<file path="src/hw/rtl/tlb_page_table_translator_assert.svh">
// Assertion macros shared by the translator top level.
`ifndef TLB_PAGE_TABLE_TRANSLATOR_ASSERT_SVH
`define TLB_PAGE_TABLE_TRANSLATOR_ASSERT_SVH

// Check a same-cycle implication, sampled on clk, held off during reset.
`define TLBPT_ASSERT_NOW(lbl, ante, cons, msg) \
	lbl: assert property (@(posedge clk) disable iff (!arst_n) (ante) |-> (cons)) \
		else $error(msg);

// Check an implication in the next cycle, sampled on clk, held off during reset.
`define TLBPT_ASSERT_NEXT(lbl, ante, cons, msg) \
	lbl: assert property (@(posedge clk) disable iff (!arst_n) (ante) |=> (cons)) \
		else $error(msg);

`endif

</file>
<file path="src/hw/rtl/tlbpt_pkg.sv">
`default_nettype none

package tlbpt_pkg;

	localparam int unsigned CFG_W = 9;
	localparam logic [CFG_W-1:0] CFG_RESET = 9'd256;
	localparam int unsigned CNT_W = 32;
	localparam logic [CNT_W-1:0] CNT_MAX = 32'hFFFF_FFFF;

	typedef enum logic [2:0] {
		ST_CLEAR,
		ST_IDLE,
		ST_LOOKUP,
		ST_EVCHK,
		ST_EVFILL
	} state_t;

	typedef enum logic [3:0] {
		OP_NONE,
		OP_CLEAR,
		OP_ACCEPT,
		OP_HIT,
		OP_MAP,
		OP_FREE,
		OP_EVSEL,
		OP_EVCHK,
		OP_EVFILL
	} op_t;

	typedef struct packed {
		op_t  op;
		logic load_out;
	} cmd_t;

	typedef struct packed {
		logic clear_last;
		logic tlb_found;
		logic map_valid;
		logic frames_free;
	} stat_t;

	function automatic logic [CNT_W-1:0] sat_inc(input logic [CNT_W-1:0] v);
		return (v == CNT_MAX) ? v : v + 32'd1;
	endfunction

endpackage

`default_nettype wire

</file>
<file path="src/hw/rtl/tlbpt_ctrl.sv">
`default_nettype none

module tlbpt_ctrl (
	input  wire logic            clk,
	input  wire logic            arst_n,
	input  wire logic            in_valid,
	output logic                 in_stall,
	output logic                 out_valid,
	input  wire logic            out_stall,
	input  wire tlbpt_pkg::stat_t stat,
	output tlbpt_pkg::cmd_t      cmd
);

	tlbpt_pkg::state_t state_q, state_nxt;
	logic out_valid_q;
	logic slot_free;

	// Result register is free when empty or being drained this cycle.
	assign slot_free = !out_valid_q || !out_stall;
	assign out_valid = out_valid_q;

	always_ff @(posedge clk or negedge arst_n) begin
		if (!arst_n) begin
			state_q <= tlbpt_pkg::ST_CLEAR;
		end else begin
			state_q <= state_nxt;
		end
	end

	always_ff @(posedge clk or negedge arst_n) begin
		if (!arst_n) begin
			out_valid_q <= 1'b0;
		end else if (cmd.load_out) begin
			out_valid_q <= 1'b1;
		end else if (!out_stall) begin
			out_valid_q <= 1'b0;
		end
	end

	// Next state.
	always_comb begin
		state_nxt = state_q;
		case (state_q)
			tlbpt_pkg::ST_CLEAR: begin
				if (stat.clear_last) state_nxt = tlbpt_pkg::ST_IDLE;
			end
			tlbpt_pkg::ST_IDLE: begin
				if (in_valid) state_nxt = tlbpt_pkg::ST_LOOKUP;
			end
			tlbpt_pkg::ST_LOOKUP: begin
				if (stat.tlb_found || stat.map_valid || stat.frames_free) begin
					if (slot_free) state_nxt = tlbpt_pkg::ST_IDLE;
				end else begin
					state_nxt = tlbpt_pkg::ST_EVCHK;
				end
			end
			tlbpt_pkg::ST_EVCHK: begin
				state_nxt = tlbpt_pkg::ST_EVFILL;
			end
			tlbpt_pkg::ST_EVFILL: begin
				if (slot_free) state_nxt = tlbpt_pkg::ST_IDLE;
			end
			default: state_nxt = tlbpt_pkg::ST_CLEAR;
		endcase
	end

	// Commands.
	always_comb begin
		cmd.op       = tlbpt_pkg::OP_NONE;
		cmd.load_out = 1'b0;
		in_stall     = 1'b1;
		case (state_q)
			tlbpt_pkg::ST_CLEAR: begin
				cmd.op = tlbpt_pkg::OP_CLEAR;
			end
			tlbpt_pkg::ST_IDLE: begin
				in_stall = 1'b0;
				if (in_valid) cmd.op = tlbpt_pkg::OP_ACCEPT;
			end
			tlbpt_pkg::ST_LOOKUP: begin
				if (stat.tlb_found) begin
					if (slot_free) begin
						cmd.op       = tlbpt_pkg::OP_HIT;
						cmd.load_out = 1'b1;
					end
				end else if (stat.map_valid) begin
					if (slot_free) begin
						cmd.op       = tlbpt_pkg::OP_MAP;
						cmd.load_out = 1'b1;
					end
				end else if (stat.frames_free) begin
					if (slot_free) begin
						cmd.op       = tlbpt_pkg::OP_FREE;
						cmd.load_out = 1'b1;
					end
				end else begin
					cmd.op = tlbpt_pkg::OP_EVSEL;
				end
			end
			tlbpt_pkg::ST_EVCHK: begin
				cmd.op = tlbpt_pkg::OP_EVCHK;
			end
			tlbpt_pkg::ST_EVFILL: begin
				if (slot_free) begin
					cmd.op       = tlbpt_pkg::OP_EVFILL;
					cmd.load_out = 1'b1;
				end
			end
			default: begin
				cmd.op = tlbpt_pkg::OP_NONE;
			end
		endcase
	end

endmodule

`default_nettype wire

</file>
<file path="config.mk">
export PLATFORM = sky130hd
export DESIGN_NAME = tlbpt_ctrl
export DESIGN_NICKNAME = d
export VERILOG_FILES = /design/src/hw/rtl/tlb_page_table_translator_assert.svh /design/src/hw/rtl/tlbpt_pkg.sv /design/src/hw/rtl/tlbpt_ctrl.sv
export SDC_FILE = /design/constraint.sdc
export NUM_CORES = 1
export LEC_CHECK = 0
export BUFFER_PORTS_ARGS = -buffer_cell sky130_fd_sc_hd__buf_2
export CAP_MARGIN = 20
export CORE_AREA = 2 2 39 41
export DETAILED_ROUTE_END_ITERATION = 6
export DIE_AREA = 0 0 41 43
export SLEW_MARGIN = 20
export SYNTH_ARGS = -nofsm -noshare
export SYNTH_HDL_FRONTEND = slang
export SYNTH_SLANG_ARGS = --single-unit
</file>
<file path="constraint.sdc">
create_clock -name clk -period 2 [get_ports clk]
set_clock_uncertainty 0.15 [all_clocks]
set_input_delay 0.1 -clock clk [delete_from_list [all_inputs] [get_ports clk]]
set_output_delay 0.1 -clock clk [all_outputs]
set_load 0.05 [all_outputs]
</file>
; ---- Word level (Yosys, flattened, before mapping)
; Cells that the tools add are included.
; W data, S select, Z words.
[classes]
addsub = 0
multipliers = 0
div = 0
n_lt_le_gt_ge = 0
n_eq_ne = 7
n_shift = 0
muxes = 19
bitwise = 0
reduce_logical = 7
[op_table]
columns = cell, count
row1 = $pmux W4 S5, 1
row2 = $mux W3, 6
row3 = $mux W5, 3
row4 = $pmux W3 S5, 1
row5 = $mux W4, 2
row6 = $eq A3 B2 Y1 const B, 2
row7 = $mux W1, 4
row8 = $ne A2 B2 Y1 const B, 2
row9 = $eq A3 B1 Y1 const B, 1
row10 = $eq A3 B3 Y1 const B, 1
row11 = $logic_not A3 Y1, 1
row12 = $logic_or A1 B1 Y1, 3
row13 = $logic_not A1 Y1, 2
row14 = $mux W2, 1
row15 = $ne A2 B1 Y1 const B, 1
row16 = $pmux W1 S2, 1
row17 = $reduce_and A2 Y1, 1
[totals]
ff_bits = 4
latchBits = 0
ram_bits = 0
romBits = 0
out_inout_bits = 7
elab_cells = 35
n_memories = 0

; ---- Depth between registers and ports, before layout
[depth]
ltp_word = 8
ltp_mapped = 4
depth_no_buf = 3

; ---- Least setup slack after synthesis
; Ideal clock, no wire load.
[synth_path]
path_type = reg2out
from = reg out_valid_q, in the netlist out_valid
to = out cmd[1] (netlist name)
t_arrival_ps = 2028
required_time_ps = 1750
path_slack_ps = -278
path_stages_with_launch = 4
path_buffers = 0
path_cell_list = dfrtp_1 -> nand2_1 -> o21ai_0 -> a211oi_1
[synth_rtl]
columns = element, line_no
row1 = from (decl), tlbpt_ctrl.sv:15  ; logic out_valid_q;
row2 = from (signal assigned), tlbpt_ctrl.sv:32  ; out_valid_q <= 1'b0;
row3 = from (signal assigned), tlbpt_ctrl.sv:34  ; out_valid_q <= 1'b1;
row4 = from (signal assigned), tlbpt_ctrl.sv:36  ; out_valid_q <= 1'b0;
row5 = to (decl), tlbpt_ctrl.sv:11  ; output tlbpt_pkg::cmd_t cmd

==> flow_summary.json <==
{
  "synthMuxAreaShare_pct": 0,
  "cts_resized": 0,
  "seq_area_frac_synth_pct": 29.6,
  "cts_made_buffers": 3,
  "antenna_cells": 0,
  "antenna_found_initial": 0,
  "synth_warnings": 0,
  "cts.sinks": 4,
  "dr.first_iter.drc_count": 8,
  "nets": 66,
  "rows": 14,
  "cts_tree": "built",
  "tightestPinTransition_ns": 0.372,
  "grt_pass1_wl_um": 1360,
  "r2r_setup_slack_ns": 0.62,
  "grt_use_total_pct": 12.0,
  "avgRoutedWirePerCell_um": 10.6,
  "die_w_um": 41,
  "r2r_start": "state_q[0]$_DFFE_PN0P_",
  "critical_path_arrival_ns": 1.56,
  "drive_gt1_share_pct": 41.1,
  "initial_utilization_pct": 24.4,
  "netlist_area_um2": 338,
  "synth_top_family_by_area": "simple AND/OR/NAND/NOR gates",
  "clkLatencyLatePin_ns": 0.24,
  "grt_pass1_vias": 328,
  "drc": 0,
  "grt-ovfl-total": 0,
  "core_area_um2": 1380,
  "path_max_fanout": 9,
  "hp-class": "primary input to flop",
  "io_pins": 15,
  "die-area_um2": 1760,
  "rsz0062_at_grt": "no",
  "hold_viol_final": 0,
  "synthesis.nets": 48,
  "postRouteWirelength_um": 766,
  "cts_setup_buffers": 0,
  "synthXorXnorAreaFrac_pct": 0,
  "fmax_ghz": 0.553,
  "cts_root_buf": "clkbuf_4",
  "drv_slew": 0,
  "hold_path_depth": 3,
  "area_growth_syn_to_layout_pct": 35.2,
  "drv_cap": 0,
  "drtPass1Iterations": 4,
  "avgSynthCellArea_um2": 8.45,
  "io_buffer_count": 14,
  "finalCriticalPeriod_ns": 1.81,
  "cp-start-kind": "flop",
  "gp_congestion": 0.761,
  "ant_nets": 0,
  "clkTransAtPathRegs_ns": 0.04,
  "synth_fa_ha_area_share_pct": 0,
  "max-slew-margin-rel_pct": 75.1,
  "critPathCaptureType": "output port",
  "die-height_um": 43,
  "via_per_inst": 4.74,
  "finalCritPeriodShare_pct": 90.4,
  "tns_ns": 0,
  "dpl.hpwl_um": 591,
  "synth-compound-area-share_pct": 30.0,
  "ys_types": 23,
  "num_vias": 341,
  "status": "finished, final reports clean",
  "worstHoldStart": "in_valid",
  "syn-instance-count": 40,
  "crit_required_ns": 1.75,
  "setup_violations": 0,
  "rr_endpoint": "state_q[0]$_DFFE_PN0P_",
  "grt_max_degree": 12,
  "clk_path_buf_depth": 2,
  "ys_seq_elements": 4,
  "hold_path_end": "state_q[1]$_DFFE_PN0P_",
  "reg2regPathDepth": 3,
  "synth-simple-area-share_pct": 34.8,
  "criticalPathCategory": "flop to output port",
  "nFillCells": 152,
  "cts-htree-levels": 1
}
## worst max-delay path by stage
stage	from	end	slack, ns	depth (start not counted)
floorplan	out_valid$_DFFE_PN0P_	cmd[1]	0.18	3
global placement	state_q[0]$_DFFE_PN0P_	cmd[4]	0.50	3
detailed placement	state_q[2]$_DFFE_PN0P_	cmd[4]	0.46	3
CTS	state_q[2]$_DFFE_PN0P_	cmd[4]	0.19	3
global route	state_q[2]$_DFFE_PN0P_	cmd[4]	0.03	3
finish	state_q[2]$_DFFE_PN0P_	cmd[4]	0.19	3
## cells in the final DEF, fill, tap and decap left out
cell type and instances:
nand2_1 1, buf_2 14, or2_1 1, or3_1 1, and2_1 3, a22oi_1 1
nor3_2 2, nor3b_1 1, nor2b_1 4, dfrtp_1 4, a21oi_1 4, nand2b_1 1
a221oi_2 1, a22o_1 1, or2_2 1, a211oi_2 1, nor3_1 1, o22ai_2 1
nand3b_1 1, o21ai_0 3, a211oi_1 1, nor2_1 2, clkbuf_4 3, dlygate4sd3_1 1
and2b_1 1, o21a_1 1
## registers in the layout, summed over array words and instances (netlist names)
name       cells
out_valid      1
state_q        3
## logic make-up (layout without fill, tap and decap cells)
group,count (synthesis),in the layout
flops,4,4
compound gates,14,14
buf+inv,2,18
simple gates,20,20
## synth_stat cells (all sizes together)
cell | number | area (um^2)
o21a | 1 | 7.51
a22o | 1 | 8.76
a211oi | 2 | 15.0
nor3 | 3 | 15.0
a21oi | 4 | 20.0
nand3b | 1 | 7.51
and2 | 3 | 18.8
and2b | 1 | 7.51
nor2 | 2 | 7.51
nor2b | 4 | 25.0
nand2 | 1 | 3.75
or2 | 2 | 12.5
o21ai | 3 | 15.0
a221oi | 1 | 15.0
o22ai | 1 | 12.5
nor3b | 1 | 7.51
dfrtp | 4 | 100
buf | 2 | 18.8
or3 | 1 | 6.26
a22oi | 1 | 7.51
nand2b | 1 | 6.26
## final cells by class
type                            instances  area (um^2)  area share, %
Multi-Input combinational cell         34          234           51.2
Sequential cell                         4          100           21.9
Timing Repair Buffer                   15         80.1           17.5
Clock buffer                            3         22.5           4.93
Tap cell                               16         20.0           4.38
## per-layer routing
layer  track usage, %  wire, um
met4             10.0        25
met2             15.6       357
met3             3.66        42
met5                0         0
met1             15.3       340
## timing repair
item	in CTS	in global routing
endpoints found under the setup margin	0	0
endpoints found under the hold margin	4	0
hold buffers	1	0
## metrics by stage
stage | area (um^2) | hold slack [ns] | instances | util (%) | setup slack (ns)
floorplan | 353 | -0.346 | 40 | - | 0.177
global placement | 424 | -0.245 | 68 | 30.7 | 0.496
detailed placement | 424 | -0.242 | 68 | 30.7 | 0.457
CTS | 457 | 0.0143 | 72 | 33.0 | 0.192
global route | 457 | 0.0353 | 72 | 33.0 | 0.0290
finish | 457 | 0.0169 | 72 | 33.0 | 0.193
## critical path, cell delays in order, from the launching register on
cell and delay [ns]:
dfrtp_1 0.49, nor3b_1 0.39, and2_1 0.19, buf_2 0.26
Power is left out: the tool's default activity adds up to more than one toggle a clock period on the data nets, which glitch-free logic cannot reach.
